File: src/sv/bmh_pkg.sv
`timescale 1ns / 1ps
// ----------------------------------------------------------------------------
// bmh_pkg - shared definitions for the binary min-heap priority queue
// Sizes, operation and status codes, controller states and the
// command/status bundles between controller and datapath.
// ----------------------------------------------------------------------------
package bmh_pkg;

    localparam int CAPACITY = 1024;
    localparam int KEY_W    = 32;
    localparam int ADDR_W   = $clog2(CAPACITY);
    localparam int CNT_W    = $clog2(CAPACITY + 1);
    localparam int IDX_W    = ADDR_W + 2;

    localparam logic ACT_PUSH = 1'b0;
    localparam logic ACT_POP  = 1'b1;

    localparam logic [1:0] ST_OK    = 2'd0;
    localparam logic [1:0] ST_FULL  = 2'd1;
    localparam logic [1:0] ST_EMPTY = 2'd2;

    typedef enum logic [3:0] {
        S_IDLE,
        S_POP_LD,
        S_UP_CHK,
        S_UP_CMP,
        S_DN_CHK,
        S_DN_CMP,
        S_FIN
    } bmh_state_t;

    typedef struct packed {
        logic push_start;
        logic push_full;
        logic pop_empty;
        logic pop_start;
        logic pop_load;
        logic up_read;
        logic up_step;
        logic hole_place;
        logic dn_read;
        logic dn_step;
        logic out_load;
    } bmh_cmd_t;

    typedef struct packed {
        logic full;
        logic empty;
        logic one_left;
        logic pos_zero;
        logic up_more;
        logic dn_leaf;
        logic dn_more;
    } bmh_stat_t;

endpackage

File: src/sv/bmh_ctrl.sv
`timescale 1ns / 1ps
// ----------------------------------------------------------------------------
// bmh_ctrl - heap controller
// Sequences push sift-up and pop sift-down, a check and a compare state per
// heap level, and owns both handshakes.
// ----------------------------------------------------------------------------
module bmh_ctrl import bmh_pkg::*; (
    input  logic      aclk,
    input  logic      aresetn,
    input  logic      s_valid,
    output logic      s_ready,
    input  logic      s_action,
    output logic      m_valid,
    input  logic      m_ready,
    output bmh_cmd_t  cmd,
    input  bmh_stat_t stat
);

    bmh_state_t state_reg, state_next;
    logic       m_valid_reg, m_valid_next;
    logic       out_free;

    assign out_free = !m_valid_reg || m_ready;

    always_ff @(posedge aclk) begin
        if (!aresetn) begin
            state_reg   <= S_IDLE;
            m_valid_reg <= 1'b0;
        end else begin
            state_reg   <= state_next;
            m_valid_reg <= m_valid_next;
        end
    end

    always_comb begin
        state_next   = state_reg;
        cmd          = '0;
        s_ready      = 1'b0;
        m_valid_next = m_valid_reg && !m_ready;
        case (state_reg)
            S_IDLE: begin
                s_ready = 1'b1;
                if (s_valid) begin
                    if (s_action == ACT_PUSH) begin
                        if (stat.full) begin
                            cmd.push_full = 1'b1;
                            state_next    = S_FIN;
                        end else begin
                            cmd.push_start = 1'b1;
                            state_next     = S_UP_CHK;
                        end
                    end else begin
                        if (stat.empty) begin
                            cmd.pop_empty = 1'b1;
                            state_next    = S_FIN;
                        end else begin
                            cmd.pop_start = 1'b1;
                            state_next    = stat.one_left ? S_FIN : S_POP_LD;
                        end
                    end
                end
            end
            S_POP_LD: begin
                cmd.pop_load = 1'b1;
                state_next   = S_DN_CHK;
            end
            S_UP_CHK: begin
                if (stat.pos_zero) begin
                    cmd.hole_place = 1'b1;
                    state_next     = S_FIN;
                end else begin
                    cmd.up_read = 1'b1;
                    state_next  = S_UP_CMP;
                end
            end
            S_UP_CMP: begin
                cmd.up_step = 1'b1;
                state_next  = stat.up_more ? S_UP_CHK : S_FIN;
            end
            S_DN_CHK: begin
                if (stat.dn_leaf) begin
                    cmd.hole_place = 1'b1;
                    state_next     = S_FIN;
                end else begin
                    cmd.dn_read = 1'b1;
                    state_next  = S_DN_CMP;
                end
            end
            S_DN_CMP: begin
                cmd.dn_step = 1'b1;
                state_next  = stat.dn_more ? S_DN_CHK : S_FIN;
            end
            S_FIN: begin
                if (out_free) begin
                    cmd.out_load = 1'b1;
                    m_valid_next = 1'b1;
                    state_next   = S_IDLE;
                end
            end
            default: begin
                state_next = S_IDLE;
            end
        endcase
    end

    assign m_valid = m_valid_reg;

endmodule

File: config.mk
export PLATFORM = sky130hd
export DESIGN_NAME = bmh_ctrl
export DESIGN_NICKNAME = d
export VERILOG_FILES = /design/src/sv/bmh_pkg.sv /design/src/sv/bmh_ctrl.sv
export SDC_FILE = /design/constraint.sdc
export NUM_CORES = 1
export LEC_CHECK = 0
export BUFFER_PORTS_ARGS = -buffer_cell sky130_fd_sc_hd__buf_2
export CORE_AREA = 4 4 41 43
export DETAILED_ROUTE_END_ITERATION = 16
export DIE_AREA = 0 0 45 47
export PLACE_DENSITY = 0.61
export SETUP_SLACK_MARGIN = 0.02
export SLEW_MARGIN = 40
export SYNTH_ARGS = -nofsm -noshare
export SYNTH_HDL_FRONTEND = slang
export SYNTH_SLANG_ARGS = --single-unit
File: constraint.sdc
create_clock -name aclk -period 1.2 [get_ports aclk]
set_input_delay 0.18 -clock aclk [delete_from_list [all_inputs] [get_ports aclk]]
set_output_delay 0.18 -clock aclk [all_outputs]
set_load 0.005 [all_outputs]
==> run_results.csv, run 1 <==
group,metric,value,unit
drt,ant_nets,0,
finish,final_cell_mix,"buf_2 (23), buf_4 (12), buf_6 (7), nor2_1 (6)",
drt,avgViaCountPerCell,5.04,
clocking,h-tree-depth,1,
floorplanning,core-area,1300,um2
finish,area_growth_syn_to_layout,111,%
synthesis,yosys_warnings,0,
run_status,violations,"negative setup slack",
finish,nets,106,
drt,drt_iter0_markers,2,
synthesis,synth_cells,50,
sta,worst_pin_slew,0.247,ns
run_status,status,"finished, violations left",
power_and_ir_drop,leakagePower,0.000387,uW
min_path,min_to,"m_valid",
synthesis,synth_cell_types,28,
sta,finalWorstSetupSlack,-0.237,ns
finish,diodes,0,
place,hpwl,923,um
setup_path,worstPathArrival,1.26,ns
clocking,cts_tree,"built",
grt,grt_remaining_overflow,0,
sta,post-route-period-util,120,%
floorplanning,die_w,45,um
min_path,hold_depth,2,
setup_path,ff2ff_setup_slack,-0.03,ns
setup_path,r2r-start,"state_reg[0]",
grt,grt_max_degree,9,
drt,wirelength,1380,um
place,pre_cts_ws,-0.0617,ns
setup_path,path_class,"reg -> out",
setup_path,start_kind,"flip-flop",
synthesis,synth_nets,62,
sta,fmax,696,MHz
sta,hold_violations,0,
finish,drive_above_1_share,73.9,%
drt,drtPass1Iterations,4,
grt,grt_pass1_wl,2340,um
min_path,min_from,"aresetn",
drt,post-route-drc-count,0,
finish,fill_cells,113,
setup_path,rr_worst_depth,5,
grt,antenna_found_initial,0,
place,port_buffers,24,
clocking,numCtsBuffers,3,
synthesis,ys_seq_area_share,21.0,%
finish,layout_commonest_cell,"buf_2",
sta,slew_headroom,83.5,%
sta,slew_viol_final,0,
power_and_ir_drop,vdd_ir_drop_max,0.847,mV
setup_path,critPathRequiredTime,1.02,ns
clocking,holdBufCountCts,0,
finish,largest_register_ffs,3,
sta,fin_skew,0.00341,ns
synthesis,syn_avg_cell_area,7.63,um2
clocking,worstSkewPairLatency,0.25,ns
grt,track_usage,15.6,%
floorplanning,die_y,47,um
sta,grt_setup_unrepaired,"yes",
setup_path,endpoint_kind,"output pin",
clocking,clockRootBuffer,"clkbuf_4",
min_path,holdCritPathClass,"in -> reg",
power_and_ir_drop,power_density,1460,nW/um2
clocking,clk_pin_slew_worst_paths,0.04,ns
synthesis,synth_seq_cells,4,
sta,finalSetupTns,-1.86,ns
place,gp_congestion,0.730,
floorplanning,start_util,29.3,%
floorplanning,ioPinCount,25,
sta,fin_crit,1.44,ns
synthesis,synth_area,382,um2
job,max-cap-violations,0,
setup_path,crit_fanout,6,
floorplanning,std_cell_rows,13,
floorplanning,die-area,2120,um2
drt,vias,539,
drt,routedWlPerCell,12.9,um
setup_path,rr_endpoint,"state_reg[2]",
sta,setup_viol,14,
clocking,cts.sinks,4,
clocking,cts_max_path_buffers,2,
grt,grt_pass1_vias,511,
-- synthesized netlist by cell type --
cell type / number / area share (%)
o21a_1: 1 / 2.0
nor2b_1: 2 / 3.3
and3_1: 2 / 3.3
nor3_1: 1 / 1.3
nand2_1: 2 / 2.0
nand2_2: 1 / 1.6
o21ai_1: 1 / 1.3
nor2_1: 8 / 7.9
a2bb2oi_1: 1 / 2.3
buf_2: 2 / 2.6
a211oi_1: 1 / 2.0
and2_1: 1 / 1.6
buf_6: 1 / 3.0
o21bai_1: 1 / 2.0
nand3_1: 1 / 1.3
nor3b_4: 1 / 4.9
a311oi_2: 1 / 3.9
a22oi_1: 1 / 2.0
a21oi_1: 3 / 3.9
nor4b_1: 1 / 2.3
inv_1: 2 / 2.0
mux2i_1: 1 / 2.6
nor3_4: 1 / 4.3
nor3b_1: 4 / 7.9
o21ai_0: 1 / 1.3
nor4_1: 3 / 4.9
nand2b_1: 1 / 1.6
dfxtp_1: 4 / 21
-- where the power goes --
group	total (uW)	switching, uW	internal [uW]
Combinational	777	338	440
Sequential	223	50.5	172
Clock	181	68.5	113
-- repair_timing --
| action | 4_1_cts | 5_1_grt |
|---|---|---|
| resized for setup | 24 | 8 |
| pin swaps | 14 | 5 |
| setup endpoints to repair | 15 | 15 |
| buffers inserted | 9 | 1 |
-- worst max-delay path by stage --
stage,from,endpoint,slack [ns],cells past startpoint
after floorplan,state_reg[0],cmd[9],0.01,4
after global placement,state_reg[0],state_reg[2],-0.06,4
after CTS,state_reg[2],cmd[7],-0.18,4
after detailed placement,state_reg[2],cmd[0],-0.06,4
after global routing,state_reg[2],cmd[7],-0.28,4
final,state_reg[2],cmd[3],-0.24,5
-- layout make-up --
class | count | area [um2] | area share [%]
multi-input combinational | 41 | 383 | 47.4
timing repair buffer | 42 | 284 | 35.2
sequential | 4 | 91.3 | 11.3
inverter | 2 | 7.51 | 0.930
tap | 15 | 18.8 | 2.33
clock buffer | 3 | 22.5 | 2.79
-- logic make-up (layout without fill, tap and decap cells) --
family / Yosys count / count (layout) / synth area share (%)
AND/OR/NAND/NOR: 29 / 29 / 48.2
buffers and inverters: 5 / 47 / 7.54
multiplexers: 1 / 1 / 2.62
AO/OA/AOI/OAI: 11 / 11 / 20.7
flip-flops: 4 / 4 / 21.0
-- stage by stage --
step	power, uW	cells	util (%)	hold WS (ns)	area [um2]
CTS	1100	106	58.2	0.180	757
global placement	673	94	43.8	0.424	569
global route	1270	107	62.0	0.197	807
finish	1180	107	62.0	0.184	807
detailed placement	675	94	43.8	0.429	569
floorplan	481	50	-	0.298	392
-- metal layers --
layer / track usage (%) / share of wire [%] / up-vias / wire, um
met4: 8.77 / 2.5 / 0 / 34
met5: 0 / 0 / - / 0
met1: 17.5 / 38 / 249 / 527
met2: 26.8 / 52 / 18 / 719
met3: 3.83 / 7.4 / 5 / 102
li1: - / - / 267 / -
-- worst max-delay path, cell delays in order (launching register included) --
cell and delay (ns):
dfxtp_4 0.36, inv_1 0.20, and3_1 0.21, a21oi_1 0.04, nor2_1 0.08, buf_2 0.11
Note: power is estimated with default switching activity, not from simulation.
==> inputs of run 2 (changes only) <==
- RECOVER_POWER: default -> 25
==> run 2 against run 1 <==
Against the previous run: core utilization shrank 0.096 points; clock-buffer cell count is the same; first-iteration DRC count is the same; final cell count is the same; the run still ends with negative setup slack left; clock skew is the same; worst hold slack is essentially flat; worst setup slack is the same; highest routed layer unchanged.
==> run_results.csv, run 2 (same netlist as run 1, synthesis figures left out) <==
group,metric,value,unit
run_status,status,"finished, violations left",
run_status,violations,"negative setup slack",
setup_path,critPathRequiredTime,1.02,ns
min_path,min_to,"m_valid",
sta,setup_viol,14,
setup_path,start_kind,"flip-flop",
job,max-cap-violations,0,
floorplanning,std_cell_rows,13,
finish,area_growth_syn_to_layout,111,%
power_and_ir_drop,vdd_ir_drop_max,0.847,mV
floorplanning,die-area,2120,um2
power_and_ir_drop,power_density,1470,nW/um2
finish,layout_commonest_cell,"buf_2",
finish,multi_input_area,383,um2
floorplanning,die_w,45,um
sta,finalSetupTns,-1.86,ns
clocking,h-tree-depth,1,
floorplanning,core-area,1300,um2
setup_path,worstPathArrival,1.26,ns
sta,fmax,696,MHz
clocking,clockRootBuffer,"clkbuf_4",
sta,hold_violations,0,
grt,antenna_found_initial,0,
floorplanning,start_util,29.3,%
sta,finalWorstSetupSlack,-0.237,ns
power_and_ir_drop,power,1180,uW
power_and_ir_drop,power_report.internal_total,724,uW
drt,wirelength,1390,um
setup_path,endpoint_kind,"output pin",
clocking,worstSkewPairLatency,0.25,ns
grt,track_usage,15.6,%
setup_path,rr_worst_depth,5,
min_path,min_from,"aresetn",
clocking,clk_pin_slew_worst_paths,0.04,ns
min_path,holdCritPathClass,"in -> reg",
sta,whs,0.184,ns
power_and_ir_drop,combPwrFrac,65.8,%
drt,routedWlPerCell,13.0,um
power_and_ir_drop,switching_share,38.7,%
drt,vias,539,
sta,worst_pin_slew,0.247,ns
sta,fin_crit,1.44,ns
setup_path,crit_fanout,6,
drt,drtPass1Iterations,4,
drt,avgViaCountPerCell,5.04,
sta,grt_setup_unrepaired,"yes",
setup_path,path_class,"reg -> out",
drt,ant_nets,0,
grt,grt_max_degree,9,
sta,fin_skew,0.00341,ns
sta,post-route-period-util,120,%
power_and_ir_drop,switching_power,457,uW
grt,grt_pass1_vias,511,
place,pre_cts_ws,-0.0617,ns
finish,fill_cells,114,
clocking,holdBufCountCts,0,
power_and_ir_drop,leakagePower,0.000383,uW
sta,slew_headroom,83.5,%
clocking,cts_max_path_buffers,2,
setup_path,ff2ff_setup_slack,-0.03,ns
floorplanning,die_y,47,um
finish,drive_above_1_share,72.8,%
finish,diodes,0,
sta,slew_viol_final,0,
setup_path,r2r-start,"state_reg[0]",
drt,post-route-drc-count,0,
grt,grt_remaining_overflow,0,
clocking,numCtsBuffers,3,
floorplanning,ioPinCount,25,
grt,grt_pass1_wl,2340,um
place,gp_congestion,0.730,
power_and_ir_drop,pwr-share-seq,18.9,%
drt,drt_iter0_markers,2,
setup_path,rr_endpoint,"state_reg[2]",
place,hpwl,923,um
finish,final_cell_mix,"buf_2 (22), buf_4 (12), buf_6 (7), nor2_1 (6)",
clocking,cts.sinks,4,
finish,seq_area,91.3,um2
clocking,cts_tree,"built",
finish,nets,106,
min_path,hold_depth,2,
power_and_ir_drop,p_clk_share,15.4,%
finish,largest_register_ffs,3,
finish,final_util,61.9,%
place,port_buffers,24,
[run 2: cell types whose count changed in the layout (fill, tap and decap cells not counted), sizes merged]
cell | previous run | this run
buf | 42 | 41
clkbuf | 3 | 4
[run 2: what timing repair did]
action	CTS	global route
pin swaps	14	5
gates resized for setup	24	8
endpoints found under the setup margin	15	15
buffers inserted	9	1
[run 2: cell type report]
class / count / area share [%]
well taps: 15 / 2.33
repair buffers: 42 / 35.1
clock buffers: 3 / 2.80
multi-input cells: 41 / 47.5
flip-flops and latches: 4 / 11.3
inverters: 2 / 0.932
[run 2: how the worst max path moves through the flow]
stage	endpoint	cells after the start	startpoint	slack, ns
floorplan	cmd[9]	4	state_reg[0]	0.01
finish	cmd[3]	5	state_reg[2]	-0.24
global route	cmd[7]	4	state_reg[2]	-0.28
global placement	state_reg[2]	4	state_reg[0]	-0.06
CTS	cmd[7]	4	state_reg[2]	-0.18
detailed placement	cmd[0]	4	state_reg[2]	-0.06
[run 2: metal layers]
layer | vias up | global-route usage (%) | part of all wire [%]
li1 | 267 | - | -
met1 | 249 | 17.5 | 38
met2 | 18 | 26.8 | 52
met3 | 5 | 3.83 | 7.4
met4 | 0 | 8.77 | 2.5
met5 | - | 0 | 0
[run 2: through the flow]
stage,instance area [um2],std cells
final,806,107
after global placement,569,94
after floorplan,392,50
after detailed placement,569,94
after CTS,757,106
after global routing,806,107
[run 2: power by group through the flow]
| stage | Clock, uW | Sequential (uW) | Combinational (uW) |
|---|---|---|---|
| after CTS | 179 | 218 | 699 |
| after global routing | 195 | 228 | 842 |
| after detailed placement | 0 | 208 | 466 |
| after floorplan | 0 | 185 | 296 |
| after global placement | 0 | 210 | 463 |
| final | 181 | 223 | 777 |
[run 2: critical path, cell delays in order, from the launching register on]
cell	delay [ns]
dfxtp_4	0.36
inv_1	0.20
and3_1	0.21
a21oi_1	0.04
nor2_1	0.08
buf_2	0.11
